<file path="src/rtl/ddoi_pkg.sv">
`timescale 1ns / 1ps
package ddoi_pkg;

  localparam int unsigned DataW = 32;
  localparam int unsigned PosW  = 48;

  localparam logic signed [33:0] TwoPiQ28  = 34'sd1686629713;
  localparam logic signed [33:0] PiQ28     = 34'sd843314857;
  localparam logic signed [33:0] HalfPiQ28 = 34'sd421657428;
  localparam logic [31:0]        Deg2RadQ32 = 32'd74961321;
  localparam logic signed [33:0] GainQ30   = 34'sd652032874;
  localparam logic signed [33:0] OneQ30    = 34'sd1073741824;
  localparam logic [31:0]        DtReset   = 32'd4294967;

  typedef enum logic [0:0] {
    OpIntegrate = 1'b0,
    OpClear     = 1'b1
  } op_e;

  // Arctangent of 2^-i in Q4.28.
  function automatic logic [27:0] atan_q28(input logic [4:0] idx);
    logic [27:0] r;
    unique case (idx)
      5'd0:  r = 28'd210828714;
      5'd1:  r = 28'd124459457;
      5'd2:  r = 28'd65760959;
      5'd3:  r = 28'd33381290;
      5'd4:  r = 28'd16755422;
      5'd5:  r = 28'd8385879;
      5'd6:  r = 28'd4193963;
      5'd7:  r = 28'd2097109;
      5'd8:  r = 28'd1048571;
      5'd9:  r = 28'd524287;
      5'd10: r = 28'd262144;
      5'd11: r = 28'd131072;
      5'd12: r = 28'd65536;
      5'd13: r = 28'd32768;
      5'd14: r = 28'd16384;
      5'd15: r = 28'd8192;
      5'd16: r = 28'd4096;
      5'd17: r = 28'd2048;
      5'd18: r = 28'd1024;
      5'd19: r = 28'd512;
      5'd20: r = 28'd256;
      5'd21: r = 28'd128;
      5'd22: r = 28'd64;
      5'd23: r = 28'd32;
      5'd24: r = 28'd16;
      5'd25: r = 28'd8;
      5'd26: r = 28'd4;
      5'd27: r = 28'd2;
      5'd28: r = 28'd1;
      default: r = 28'd0;
    endcase
    return r;
  endfunction

endpackage

</file>
<file path="src/rtl/ddoi_serial_mul.sv">
`timescale 1ns / 1ps
// Shift-and-add signed multiplier: signed A times B (signed or unsigned),
// one multiplier bit per cycle.
module ddoi_serial_mul #(
  parameter int unsigned AW = 48,
  parameter int unsigned BW = 34
) (
  input  logic                    clk_i,
  input  logic                    rst_ni,
  input  logic                    start_i,
  input  logic                    b_signed_i,
  input  logic signed [AW-1:0]    a_i,
  input  logic [BW-1:0]           b_i,
  output logic                    done_o,
  output logic signed [AW+BW-1:0] prod_o
);

  localparam int unsigned CntW = $clog2(BW + 1);
  localparam int unsigned PW   = AW + BW;

  logic [CntW-1:0]       cnt_q, cnt_d;
  logic                  busy_q, busy_d;
  logic                  bsgn_q, bsgn_d;
  logic signed [PW-1:0]  a_q, a_d;
  logic [BW-1:0]         b_q, b_d;
  logic signed [PW-1:0]  acc_q, acc_d;
  logic                  done_q, done_d;
  logic signed [PW-1:0]  term;

  // Weight of the top bit is negative for signed operands.
  always_comb begin
    term = b_q[0] ? a_q : '0;
    if (bsgn_q && (cnt_q == CntW'(BW - 1))) begin
      term = -term;
    end
  end

  always_comb begin
    cnt_d  = cnt_q;
    busy_d = busy_q;
    bsgn_d = bsgn_q;
    a_d    = a_q;
    b_d    = b_q;
    acc_d  = acc_q;
    done_d = 1'b0;
    if (start_i) begin
      busy_d = 1'b1;
      cnt_d  = '0;
      bsgn_d = b_signed_i;
      a_d    = PW'(a_i);
      b_d    = b_i;
      acc_d  = '0;
    end else if (busy_q) begin
      acc_d = acc_q + term;
      a_d   = a_q <<< 1;
      b_d   = b_q >> 1;
      cnt_d = cnt_q + 1'b1;
      if (cnt_q == CntW'(BW - 1)) begin
        busy_d = 1'b0;
        done_d = 1'b1;
      end
    end
  end

  always_ff @(posedge clk_i or negedge rst_ni) begin
    if (!rst_ni) begin
      busy_q <= 1'b0;
      done_q <= 1'b0;
      cnt_q  <= '0;
    end else begin
      busy_q <= busy_d;
      done_q <= done_d;
      cnt_q  <= cnt_d;
    end
  end

  always_ff @(posedge clk_i) begin
    bsgn_q <= bsgn_d;
    a_q    <= a_d;
    b_q    <= b_d;
    acc_q  <= acc_d;
  end

  assign done_o = done_q;
  assign prod_o = acc_q;

endmodule

</file>
<file path="src/rtl/diff_drive_odometry_integrator_top.sv">
`timescale 1ns / 1ps
// An integrate word runs six bit-serial products plus the CORDIC loop before its result is shown.
// A clear word passes through StOut before its result is shown.
// Throughput: one word at a time; the next word is taken in the cycle after the result leaves.
// Reset: pose, twist and control clear; time_step returns to about 1 ms.
module diff_drive_odometry_integrator_top #(
  parameter int unsigned CORDIC_STAGES = 24
) (
  input  logic               clk_i,
  input  logic               rst_ni,
  input  logic               cfg_we_i,
  input  logic [31:0]        cfg_wdata_i,
  input  logic               in_valid_i,
  output logic               in_stall_o,
  input  logic               operation_i,
  input  logic signed [31:0] left_speed_i,
  input  logic signed [31:0] right_speed_i,
  input  logic signed [31:0] yaw_rate_deg_i,
  output logic               out_valid_o,
  input  logic               out_stall_i,
  output logic signed [47:0] position_x_o,
  output logic signed [47:0] position_y_o,
  output logic signed [31:0] heading_o,
  output logic signed [31:0] linear_speed_o,
  output logic signed [31:0] angular_speed_o
);

  localparam int unsigned ItW = $clog2(CORDIC_STAGES + 1);
  localparam int unsigned AW  = 48;
  localparam int unsigned BW  = 34;

  typedef enum logic [11:0] {
    StIdle  = 12'b000000000001,
    StW     = 12'b000000000010,
    StStep  = 12'b000000000100,
    StHead  = 12'b000000001000,
    StCord  = 12'b000000010000,
    StXc    = 12'b000000100000,
    StXdt   = 12'b000001000000,
    StYs    = 12'b000010000000,
    StYdt   = 12'b000100000000,
    StWait  = 12'b001000000000,
    StOut   = 12'b010000000000,
    StLaunch = 12'b100000000000
  } state_e;

  state_e state_q, state_d;
  state_e next_q, next_d;

  logic [31:0]        dt_q;
  logic signed [47:0] px_q, px_d, py_q, py_d;
  logic signed [31:0] th_q, th_d, v_q, v_d, w_q, w_d;
  logic signed [33:0] z_q, z_d, cx_q, cx_d, cy_q, cy_d;
  logic               neg_q, neg_d;
  logic [ItW-1:0]     it_q, it_d;
  logic               out_valid_q, out_valid_d;

  // Multiplier operand control.
  logic               m_start;
  logic               m_bsgn;
  logic signed [AW-1:0] m_a;
  logic [BW-1:0]      m_b;
  logic               m_done;
  logic signed [AW+BW-1:0] m_p;

  logic signed [AW-1:0] m_a_q, m_a_d;
  logic [BW-1:0]      m_b_q, m_b_d;
  logic               m_bs_q, m_bs_d;

  ddoi_serial_mul #(.AW(AW), .BW(BW)) u_mul (
    .clk_i     (clk_i),
    .rst_ni    (rst_ni),
    .start_i   (m_start),
    .b_signed_i(m_bsgn),
    .a_i       (m_a),
    .b_i       (m_b),
    .done_o    (m_done),
    .prod_o    (m_p)
  );

  assign m_a   = m_a_q;
  assign m_b   = m_b_q;
  assign m_bsgn = m_bs_q;
  assign m_start = (state_q == StLaunch);

  // Rounding shifts on the product.
  logic signed [AW+BW-1:0] p_r20, p_r30, p_r32;
  assign p_r20 = (m_p >>> 20) + $signed((AW+BW)'(m_p[19]));
  assign p_r30 = (m_p >>> 30) + $signed((AW+BW)'(m_p[29]));
  assign p_r32 = (m_p >>> 32) + $signed((AW+BW)'(m_p[31]));

  // CORDIC iteration datapath.
  logic signed [33:0] cx_sh, cy_sh, atan_v;
  assign cx_sh  = cx_q >>> it_q;
  assign cy_sh  = cy_q >>> it_q;
  assign atan_v = 34'(ddoi_pkg::atan_q28(5'(it_q)));

  // Heading fold and range reduction helpers.
  logic signed [33:0] th_sum, th_base, th_new, zr;
  logic signed [49:0] pos_sum;

  always_comb begin
    state_d = state_q;
    next_d  = next_q;
    px_d = px_q; py_d = py_q; th_d = th_q; v_d = v_q; w_d = w_q;
    z_d = z_q; cx_d = cx_q; cy_d = cy_q; neg_d = neg_q; it_d = it_q;
    m_a_d = m_a_q; m_b_d = m_b_q; m_bs_d = m_bs_q;
    out_valid_d = out_valid_q;
    th_sum = '0; th_base = '0; th_new = '0; zr = '0; pos_sum = '0;

    if (out_valid_q && !out_stall_i) begin
      out_valid_d = 1'b0;
    end

    unique case (state_q)
      StIdle: begin
        if (in_valid_i && !out_valid_q) begin
          if (ddoi_pkg::op_e'(operation_i) == ddoi_pkg::OpClear) begin
            px_d = '0; py_d = '0; th_d = '0; v_d = '0; w_d = '0;
            state_d = StOut;
          end else begin
            v_d   = 32'((33'(left_speed_i) + 33'(right_speed_i)) >>> 1);
            m_a_d = AW'(yaw_rate_deg_i);
            m_b_d = {2'b00, ddoi_pkg::Deg2RadQ32};
            m_bs_d = 1'b0;
            next_d  = StW;
            state_d = StLaunch;
          end
        end
      end
      StLaunch: begin
        state_d = StWait;
      end
      StWait: begin
        if (m_done) begin
          state_d = next_q;
        end
      end
      StW: begin
        // Saturate to Q4.28 and start w*dt.
        if (p_r20 > 82'sd2147483647) begin
          w_d = 32'sh7fffffff;
        end else if (p_r20 < -82'sd2147483648) begin
          w_d = 32'sh80000000;
        end else begin
          w_d = 32'(p_r20);
        end
        m_a_d = AW'(w_d);
        m_b_d = {2'b00, dt_q};
        m_bs_d = 1'b0;
        next_d  = StStep;
        state_d = StLaunch;
      end
      StStep: begin
        th_sum = 34'(th_q) + 34'(p_r32);
        if (th_sum > ddoi_pkg::TwoPiQ28) begin
          th_base = 34'(th_q) - ddoi_pkg::TwoPiQ28;
        end else if (th_sum < -ddoi_pkg::TwoPiQ28) begin
          th_base = 34'(th_q) + ddoi_pkg::TwoPiQ28;
        end else begin
          th_base = 34'(th_q);
        end
        th_new = th_base + 34'(p_r32);
        if (th_new > 34'sd2147483647) begin
          th_d = 32'sh7fffffff;
        end else if (th_new < -34'sd2147483648) begin
          th_d = 32'sh80000000;
        end else begin
          th_d = 32'(th_new);
        end
        state_d = StHead;
      end
      StHead: begin
        // Bring angle into [-pi/2, pi/2].
        zr = 34'(th_q);
        if (zr > ddoi_pkg::PiQ28) begin
          zr = zr - ddoi_pkg::TwoPiQ28;
        end
        if (zr > ddoi_pkg::PiQ28) begin
          zr = zr - ddoi_pkg::TwoPiQ28;
        end
        if (zr < -ddoi_pkg::PiQ28) begin
          zr = zr + ddoi_pkg::TwoPiQ28;
        end
        if (zr < -ddoi_pkg::PiQ28) begin
          zr = zr + ddoi_pkg::TwoPiQ28;
        end
        neg_d = 1'b0;
        if (zr > ddoi_pkg::HalfPiQ28) begin
          zr = zr - ddoi_pkg::PiQ28;
          neg_d = 1'b1;
        end else if (zr < -ddoi_pkg::HalfPiQ28) begin
          zr = zr + ddoi_pkg::PiQ28;
          neg_d = 1'b1;
        end
        z_d  = zr;
        cx_d = ddoi_pkg::GainQ30;
        cy_d = '0;
        it_d = '0;
        state_d = StCord;
      end
      StCord: begin
        if (it_q == ItW'(CORDIC_STAGES)) begin
          if (neg_q) begin
            cx_d = -cx_q;
            cy_d = -cy_q;
          end
          if (cx_d > ddoi_pkg::OneQ30) cx_d = ddoi_pkg::OneQ30;
          if (cx_d < -ddoi_pkg::OneQ30) cx_d = -ddoi_pkg::OneQ30;
          if (cy_d > ddoi_pkg::OneQ30) cy_d = ddoi_pkg::OneQ30;
          if (cy_d < -ddoi_pkg::OneQ30) cy_d = -ddoi_pkg::OneQ30;
          m_a_d = AW'(v_q);
          m_b_d = (neg_q ? -cx_q : cx_q) > ddoi_pkg::OneQ30 ? ddoi_pkg::OneQ30 :
                  (neg_q ? -cx_q : cx_q) < -ddoi_pkg::OneQ30 ? -ddoi_pkg::OneQ30 :
                  (neg_q ? -cx_q : cx_q);
          m_bs_d = 1'b1;
          next_d  = StXc;
          state_d = StLaunch;
        end else begin
          if (!z_q[33]) begin
            cx_d = cx_q - cy_sh;
            cy_d = cy_q + cx_sh;
            z_d  = z_q - atan_v;
          end else begin
            cx_d = cx_q + cy_sh;
            cy_d = cy_q - cx_sh;
            z_d  = z_q + atan_v;
          end
          it_d = it_q + 1'b1;
        end
      end
      StXc: begin
        m_a_d = AW'(p_r30);
        m_b_d = {2'b00, dt_q};
        m_bs_d = 1'b0;
        next_d  = StXdt;
        state_d = StLaunch;
      end
      StXdt: begin
        pos_sum = 50'(px_q) + 50'(p_r32);
        if (pos_sum > 50'sd140737488355327) begin
          px_d = 48'sh7fffffffffff;
        end else if (pos_sum < -50'sd140737488355328) begin
          px_d = 48'sh800000000000;
        end else begin
          px_d = 48'(pos_sum);
        end
        m_a_d = AW'(v_q);
        m_b_d = cy_q;
        m_bs_d = 1'b1;
        next_d  = StYs;
        state_d = StLaunch;
      end
      StYs: begin
        m_a_d = AW'(p_r30);
        m_b_d = {2'b00, dt_q};
        m_bs_d = 1'b0;
        next_d  = StYdt;
        state_d = StLaunch;
      end
      StYdt: begin
        pos_sum = 50'(py_q) + 50'(p_r32);
        if (pos_sum > 50'sd140737488355327) begin
          py_d = 48'sh7fffffffffff;
        end else if (pos_sum < -50'sd140737488355328) begin
          py_d = 48'sh800000000000;
        end else begin
          py_d = 48'(pos_sum);
        end
        state_d = StOut;
      end
      StOut: begin
        out_valid_d = 1'b1;
        state_d = StIdle;
      end
      default: state_d = StIdle;
    endcase
  end

  // Hold control, pose, twist and time step state.
  always_ff @(posedge clk_i or negedge rst_ni) begin
    if (!rst_ni) begin
      state_q <= StIdle;
      next_q  <= StIdle;
      out_valid_q <= 1'b0;
      dt_q <= ddoi_pkg::DtReset;
      px_q <= '0; py_q <= '0; th_q <= '0; v_q <= '0; w_q <= '0;
    end else begin
      state_q <= state_d;
      next_q  <= next_d;
      out_valid_q <= out_valid_d;
      if (cfg_we_i) begin
        dt_q <= cfg_wdata_i;
      end
      px_q <= px_d; py_q <= py_d; th_q <= th_d; v_q <= v_d; w_q <= w_d;
    end
  end

  always_ff @(posedge clk_i) begin
    z_q <= z_d; cx_q <= cx_d; cy_q <= cy_d; neg_q <= neg_d; it_q <= it_d;
    m_a_q <= m_a_d; m_b_q <= m_b_d; m_bs_q <= m_bs_d;
  end

  assign in_stall_o      = (state_q != StIdle) || out_valid_q;
  assign out_valid_o     = out_valid_q;
  assign position_x_o    = px_q;
  assign position_y_o    = py_q;
  assign heading_o       = th_q;
  assign linear_speed_o  = v_q;
  assign angular_speed_o = w_q;

endmodule
</file>
<file path="config.mk">
export PLATFORM = sky130hd
export DESIGN_NAME = diff_drive_odometry_integrator_top
export DESIGN_NICKNAME = d
export VERILOG_FILES = /design/src/rtl/ddoi_pkg.sv /design/src/rtl/ddoi_serial_mul.sv /design/src/rtl/diff_drive_odometry_integrator_top.sv
export SDC_FILE = /design/constraint.sdc
export NUM_CORES = 2
export LEC_CHECK = 0
export BUFFER_PORTS_ARGS = -buffer_cell sky130_fd_sc_hd__buf_2
export CAP_MARGIN = 5
export CORE_MARGIN = 2
export CORE_UTILIZATION = 45
export CTS_CLUSTER_SIZE = 25
export DETAILED_ROUTE_END_ITERATION = 8
export GPL_ROUTABILITY_DRIVEN = 0
export PLACE_DENSITY = 0.63
export REMOVE_ABC_BUFFERS = 1
export SYNTH_ARGS = -nofsm -noshare
export SYNTH_HDL_FRONTEND = slang
export SYNTH_SLANG_ARGS = --single-unit
</file>
<file path="constraint.sdc">
create_clock -name clk_i -period 12.8 [get_ports clk_i]
set_input_delay 0 -clock clk_i [delete_from_list [all_inputs] [get_ports clk_i]]
set_output_delay 0 -clock clk_i [all_outputs]
set_load 0.01 [all_outputs]
</file>
# Yosys cells after proc, flatten, opt, wreduce, memory -nomap -nowiden
# Memory sizes are Yosys's and may differ from the RTL's. A register that Yosys moved wholly into a read port is not among the register bits.
# Index checks and enable logic that the tools add are counted.
# W data, S select, Z words.
totals:
  romBits: 896
  regBits: 647
  elab_cells: 222
  out_inout_bits: 194
  n_memories: 1
  in_bits: 134
classes:
  shifts: 2
  order_cmp: 22
  eq_ne: 21
  n_mux: 96
  n_reduce_logical: 29
  add_sub_neg: 27
mem_list:
  columns: ["name", "words", "word_bits", "read_ports", "rd_ports_with_merged_regs", "write_ports", "line", "text"]
  rows:
  - ["(name not given)", 32, 28, 1, 1, 0, "ddoi_pkg.sv:23", "unique case (idx)"]
ops:
  columns: ["op", "n"]
  rows:
  - ["$mux W34", 40]
  - ["$mux W48", 9]
  - ["$mux W82", 4]
  - ["$pmux W48 S5", 1]
  - ["$mux W32", 7]
  - ["$pmux W34 S2", 3]
  - ["$pmux W48 S2", 2]
  - ["$gt A34 B32 Y1 const B", 5]
  - ["$lt A34 B31 Y1 const B", 5]
  - ["$pmux W34 S4", 1]
  - ["$pmux W32 S2", 2]
  - ["$add A34 B34 Y34", 3]
  - ["$add A48 B50 Y50", 2]
  - ["$gt A50 B48 Y1 const B", 2]
  - ["$lt A50 B48 Y1 const B", 2]
  - ["$pmux W12 S8", 1]
  - ["$mux W12", 7]
  - ["$add A82 B82 Y82", 1]
  - ["$neg A82 Y82", 1]
  - ["$pmux W12 S6", 1]
  - ["$add A34 B32 Y34 const B", 2]
  - ["$lt A34 B32 Y1 const B", 2]
  - ["$neg A34 Y34", 2]
  - ["$sshr A34 B5 Y34", 2]
  - ["other kinds (56)", 90]

# Depth between registers and ports, before layout
depth:
  ltp_word: 16
  ltp_mapped: 56
  ltp_nobuf: 54

# Cells and area by module
# A second synthesis with hierarchy kept.
unflattened:
  cells_unflattened: 7973
  area_unflattened_um2: 64560.7
by_module_without_submodules:
  columns: ["mod", "seq_area_each_um2", "instances", "area_each_um2", "cells_per_inst"]
  rows:
  - ["diff_drive_odometry_integrator_top", 12416.9, 1, 49154.6, 6201]
  - ["ddoi_serial_mul", 5355.1, 1, 15406.0, 1772]

# Worst setup path after synthesis
# OpenSTA, ideal clock, no wires.
synth_timing:
  path_type: "flip-flop to flip-flop"
  start: "register u_mul.acc_q[32] (netlist: u_mul.prod_o[32])"
  end: "register th_q[2] (netlist: heading_o[2])"
  n_path_buf: 3
  slack_ns: 1.478
  period_less_slack_ns: 11.322
  path_stages_with_launch: 56
  required_ns: 12.717
  setup_ns: 0.083
  t_arrival_ns: 11.239
  cell_sequence: "dfxtp_1 -> ha_1 -> ha_1 -> inv_1 -> fa_1 -> nor2b_1 -> o21ai_0 -> a21oi_1 -> o21ai_0 -> a21boi_0 -> o21ai_0 -> a21oi_1 -> o21a_1 -> o21ai_0 -> a211oi_1 -> nor3_1 -> or4_1 -> a21oi_1 -> [20 not listed] -> o21bai_1 -> a21o_1 -> a2111oi_0 -> o31ai_1 -> o41a_1 -> a21o_1 -> a21o_1 -> nand2_1 -> a221oi_1 -> a211o_1 -> a21o_1 -> a21oi_1 -> xnor2_1 -> xnor2_1 -> a2111oi_0 -> clkbuf_1 -> a21oi_1 -> o21ai_0"
synth_between:
  elab_chain_len: 11
  word_cells_on_any_way: 13
  cone_classes: "add/sub (3); order compare (4); mux (6)"
synth_lines:
  columns: ["item", "line", "text"]
  rows:
  - ["start: declaration", "ddoi_serial_mul.sv:26", "logic signed [PW-1:0] acc_q, acc_d;"]
  - ["start signal: assignment", "ddoi_serial_mul.sv:81", "acc_q <= acc_d;"]
  - ["$add A50 B2 Y50 (*)", "diff_drive_odometry_integrator_top.sv:90", "assign p_r32 = (m_p >>> 32) + $signed((AW+BW)'(m_p[31]));"]
  - ["$add A32 B34 Y34", "diff_drive_odometry_integrator_top.sv:155", "th_sum = 34'(th_q) + 34'(p_r32);"]
  - ["$lt A34 B32 Y1", "diff_drive_odometry_integrator_top.sv:158", "end else if (th_sum < -ddoi_pkg::TwoPiQ28) begin"]
  - ["$mux W34", "diff_drive_odometry_integrator_top.sv:158", null]
  - ["$mux W34", "diff_drive_odometry_integrator_top.sv:156", "if (th_sum > ddoi_pkg::TwoPiQ28) begin"]
  - ["$mux W34", "diff_drive_odometry_integrator_top.sv:115", "unique case (state_q)"]
  - ["$add A34 B34 Y34 (*)", "diff_drive_odometry_integrator_top.sv:163", "th_new = th_base + 34'(p_r32);"]
  - ["$lt A34 B32 Y1", "diff_drive_odometry_integrator_top.sv:166", "end else if (th_new < -34'sd2147483648) begin"]
  - ["$mux W32", "diff_drive_odometry_integrator_top.sv:166", null]
  - ["$mux W32 (*)", "diff_drive_odometry_integrator_top.sv:164", "if (th_new > 34'sd2147483647) begin"]
  - ["$pmux W32 S2 (*)", "diff_drive_odometry_integrator_top.sv:115", null]
  - ["end signal: assignment", "diff_drive_odometry_integrator_top.sv:295", "px_q <= px_d; py_q <= py_d; th_q <= th_d; v_q <= v_d; w_q <= w_d;"]
  - ["end: declaration", "diff_drive_odometry_integrator_top.sv:52", "logic signed [31:0] th_q, th_d, v_q, v_d, w_q, w_d;"]
# Every way passes the cells marked *; elsewhere a longest branch is shown, timed or not. The select of a mux whose other input is x is not followed.
# A chain may end at the register's enable or synchronous reset.

# Worst setup path after layout
layout_timing:
  start: "register u_mul.acc_q[32] (netlist: u_mul.prod_o[32])"
  end: "register th_q[29] (netlist: heading_o[29])"
# Same word-level chain as after synthesis.

==> out/qor.csv <==
stage,metric,value,unit
synth,mean post-synth cell area,8.02,um2
timing,fmax,0.0827,GHz
synth,Syn. warnings,0,
route,# DRC,0,
route,number of routed nets with antenna violations,0,
grt,vias in the first global route,58600,
power_and_ir_drop,power density cells,177,nW/um2
synth,synthesized area,63200,um2
die,Core Rows,137,
status,status,finished clean,
timing,Tcrit/Tclk final,94.4,%
power_and_ir_drop,LEAKAGE,31.0,nW
worst_setup_path,source of the critical timing path,u_mul.prod_o[32],
timing,minimum clock period,12.09,ns
placed_design,Place WS,0.233,ns
worst_setup_path,FF-to-FF path depth,55,
final_layout,post-route cell area,71000,um2
clock_tree,clk slew on worst S/H paths,0.06,ns
synth,fraction of registers with async set/reset,37.6,%
synth,Yosys cell types,131,
die,io pins,328,
clock_tree,root buffer cell,clkbuf_16,
power_and_ir_drop,Worst VDD drop,0.137,mV
synth,Post-Synthesis Cells,7875,
timing,final setup vio count,0,
synth,Yosys reg bits,670,
worst_setup_path,Worst R2R Start,u_mul.prod_o[32],
final_layout,ratio of cells with drive above 1 in the final layout,10.7,%
die,die height,379,um
timing,Worst Tran Pin Value,1.32,ns
timing,Setup TNS,0,ns
synth,sequential area share after synthesis,28.1,%
die,die footprint,143000,um2
final_layout,Nets,8715,
grt,Total GRT Usage,30.6,%
die,Starting Density,45.3,%
worst_setup_path,WP data required,13.41,ns
worst_setup_path,maximum fanout along the worst path,21,
route,vias per cell,6.16,
final_layout,most frequent cells in the layout,"nand2_1, nor2_1, a21oi_1",
clock_tree,CTS tree,yes,
placed_design,hpwl dp,171,mm
hold_path,hold crit path type,input port to register,
timing,fin. max-slew vios,0,
final_layout,# fillers,13200,
final_layout,Layout Area Growth over Synthesis,12.4,%
worst_setup_path,R2R Setup Slk,0.71,ns
timing,Final Hold Fails,0,
worst_setup_path,RR Endpoint,heading_o[29],
worst_setup_path,slowest CP cell,or4_1,
grt,initial antenna violation count,3,
route,Pre-antenna DRT Iters,7,
route,drt total wl,228,mm
clock_tree,count of clock tree sinks,670,
flow_run,max_cap viols,0,
worst_setup_path,crit-path max cell delay,0.55,ns
timing,fin worst setup slack,0.713,ns
synth,number of synthesized flops with an enable pin,308,
worst_setup_path,Setup CP Type,register to register,
grt,global-route wire length before repair,344,mm
worst_setup_path,crit path DAT,12.69,ns
clock_tree,H-tree levels,3,
grt,grt total ovfl,0,
worst_setup_path,startpoint types,register,
clock_tree,Num CTS Buffers,83,
grt,pin count of the biggest net entering global routing,92,
clock_tree,clk buf depth,3,
worst_setup_path,Worst setup EP type,register,
worst_setup_path,Worst Setup EP,heading_o[29],
timing,hold_ws,0.0411,ns
timing,max_slew headroom,11.4,%
clock_tree,"Clk Latency, worst-skew pair",0.72,ns
route,via count,62300,
synth,"Top FF cell, synth",edfxtp_1,
die,CORE AREA,139000,um2
route,Routed wire per std cell,22.5,um
final_layout,final core occ,50.9,%
die,Die X,379,um
final_layout,"commonest non-fill, non-tap cell in the layout",nand2_1,
placed_design,Placed Area,66600,um2
placed_design,count of input and output buffers,327,
route,Iteration-0 DRC Markers,6835,
timing,clock skew,0.0400,ns
-- critical path: cells and delay by family, from the launching register on --
| family | cells | cell delay [ns] |
|---|---|---|
| compound gates | 37 | 7.12 |
| xor+xnor | 3 | 0.68 |
| fa+ha+maj | 4 | 1.33 |
| buf+inv | 4 | 0.83 |
| flops | 1 | 0.37 |
| simple gates | 7 | 1.60 |
-- area by class of cell --
cell class | instances | area (um2) | area share (%)
clock inverter | 45 | 383 | 0.539
clock buffer | 110 | 2260 | 3.18
sequential | 670 | 17800 | 25.0
inverter | 242 | 915 | 1.29
multi-input combinational | 6541 | 43000 | 60.6
timing repair buffer | 627 | 4320 | 6.08
antenna | 2 | 5.00 | 0.00705
tap | 1876 | 2350 | 3.31
-- cells by family after synthesis --
kind of cell / share of synthesized area, %
AO/OA/AOI/OAI: 22.3
XOR/XNOR: 11.3
multiplexers: 4.55
buffers and inverters: 4.09
flip-flops: 28.1
adder cells (fa/ha/maj): 8.35
AND/OR/NAND/NOR: 21.2
-- power by group --
group / leakage [nW] / internal, mW / total [mW] / switching (mW)
Combinational: 22.2 / 2.61 / 6.58 / 3.96
Sequential: 7.48 / 2.95 / 3.64 / 0.690
Clock: 1.29 / 1.32 / 2.36 / 1.05
Total: 31.0 / 6.88 / 12.6 / 5.70
-- routing by layer --
layer	track usage [%]	wire [um]
met3	4.50	18700
met2	48.1	101000
met5	0	0
met4	18.3	15100
met1	39.7	92900
-- synthesized netlist by cell type, drive strengths merged, types with 42 or more instances --
master,n,area share (%)
a21o,132,1.6
nor3,189,1.5
or3,83,0.82
nand2,1128,6.7
and2,59,0.58
o21a,70,0.83
or2,59,0.58
nand2b,90,0.89
clkbuf,352,2.1
xnor2,448,6.2
nand4,67,0.66
a22oi,53,0.68
xor2,368,5.1
and3,89,0.88
buf,71,0.56
inv,234,1.4
dfrtp,240,9.5
o31ai,77,0.97
edfxtp,308,15
a21oi,644,5.1
mux2i,133,2.1
mux4,42,1.5
nor2,697,4.2
mux2,53,0.94
o22ai,59,0.59
dfxtp,110,3.5
o21ai,532,4.3
o21bai,91,1.1
a31oi,92,0.93
nor2b,65,0.64
nor4,53,0.53
o211ai,75,0.90
a211oi,64,0.79
ha,407,8.1
nand3,180,1.4
-- state kept, by name, summed over array words and instances, names as in the netlist, 34 cells and up --
register and flops:
cx_q 34, cy_q 34, m_a 48, m_b 34
position_x_o 48, position_y_o 48, u_mul.a_q 82, u_mul.b_q 34
u_mul.prod_o 82, z_q 34
-- worst min path at each step --
stage | from | to | depth (start not counted)
3_5_place_dp | rst_ni | angular_speed_o[25] | 1
5_1_grt | cfg_we_i | dt_q[25] | 2
4_1_cts | cfg_we_i | dt_q[23] | 2
2_1_floorplan | rst_ni | angular_speed_o[0] | 0
6_report | cfg_we_i | dt_q[20] | 2
3_3_place_gp | rst_ni | angular_speed_o[25] | 1
-- stage by stage --
stage,instances,power [mW]
global placement,9785,9.77
finish,10100,12.6
detailed placement,9785,9.91
global route,10100,13.4
CTS,10100,12.4
floorplan,7452,8.02
-- repair_timing --
item | 4_1_cts | 5_1_grt
hold endpoints to repair | 220 | 0
hold buffers | 163 | 0
setup buffers | 0 | 6
gates resized for setup | 0 | 20
endpoints found under the setup margin | 0 | 32
(Power assumes the default switching activity.)
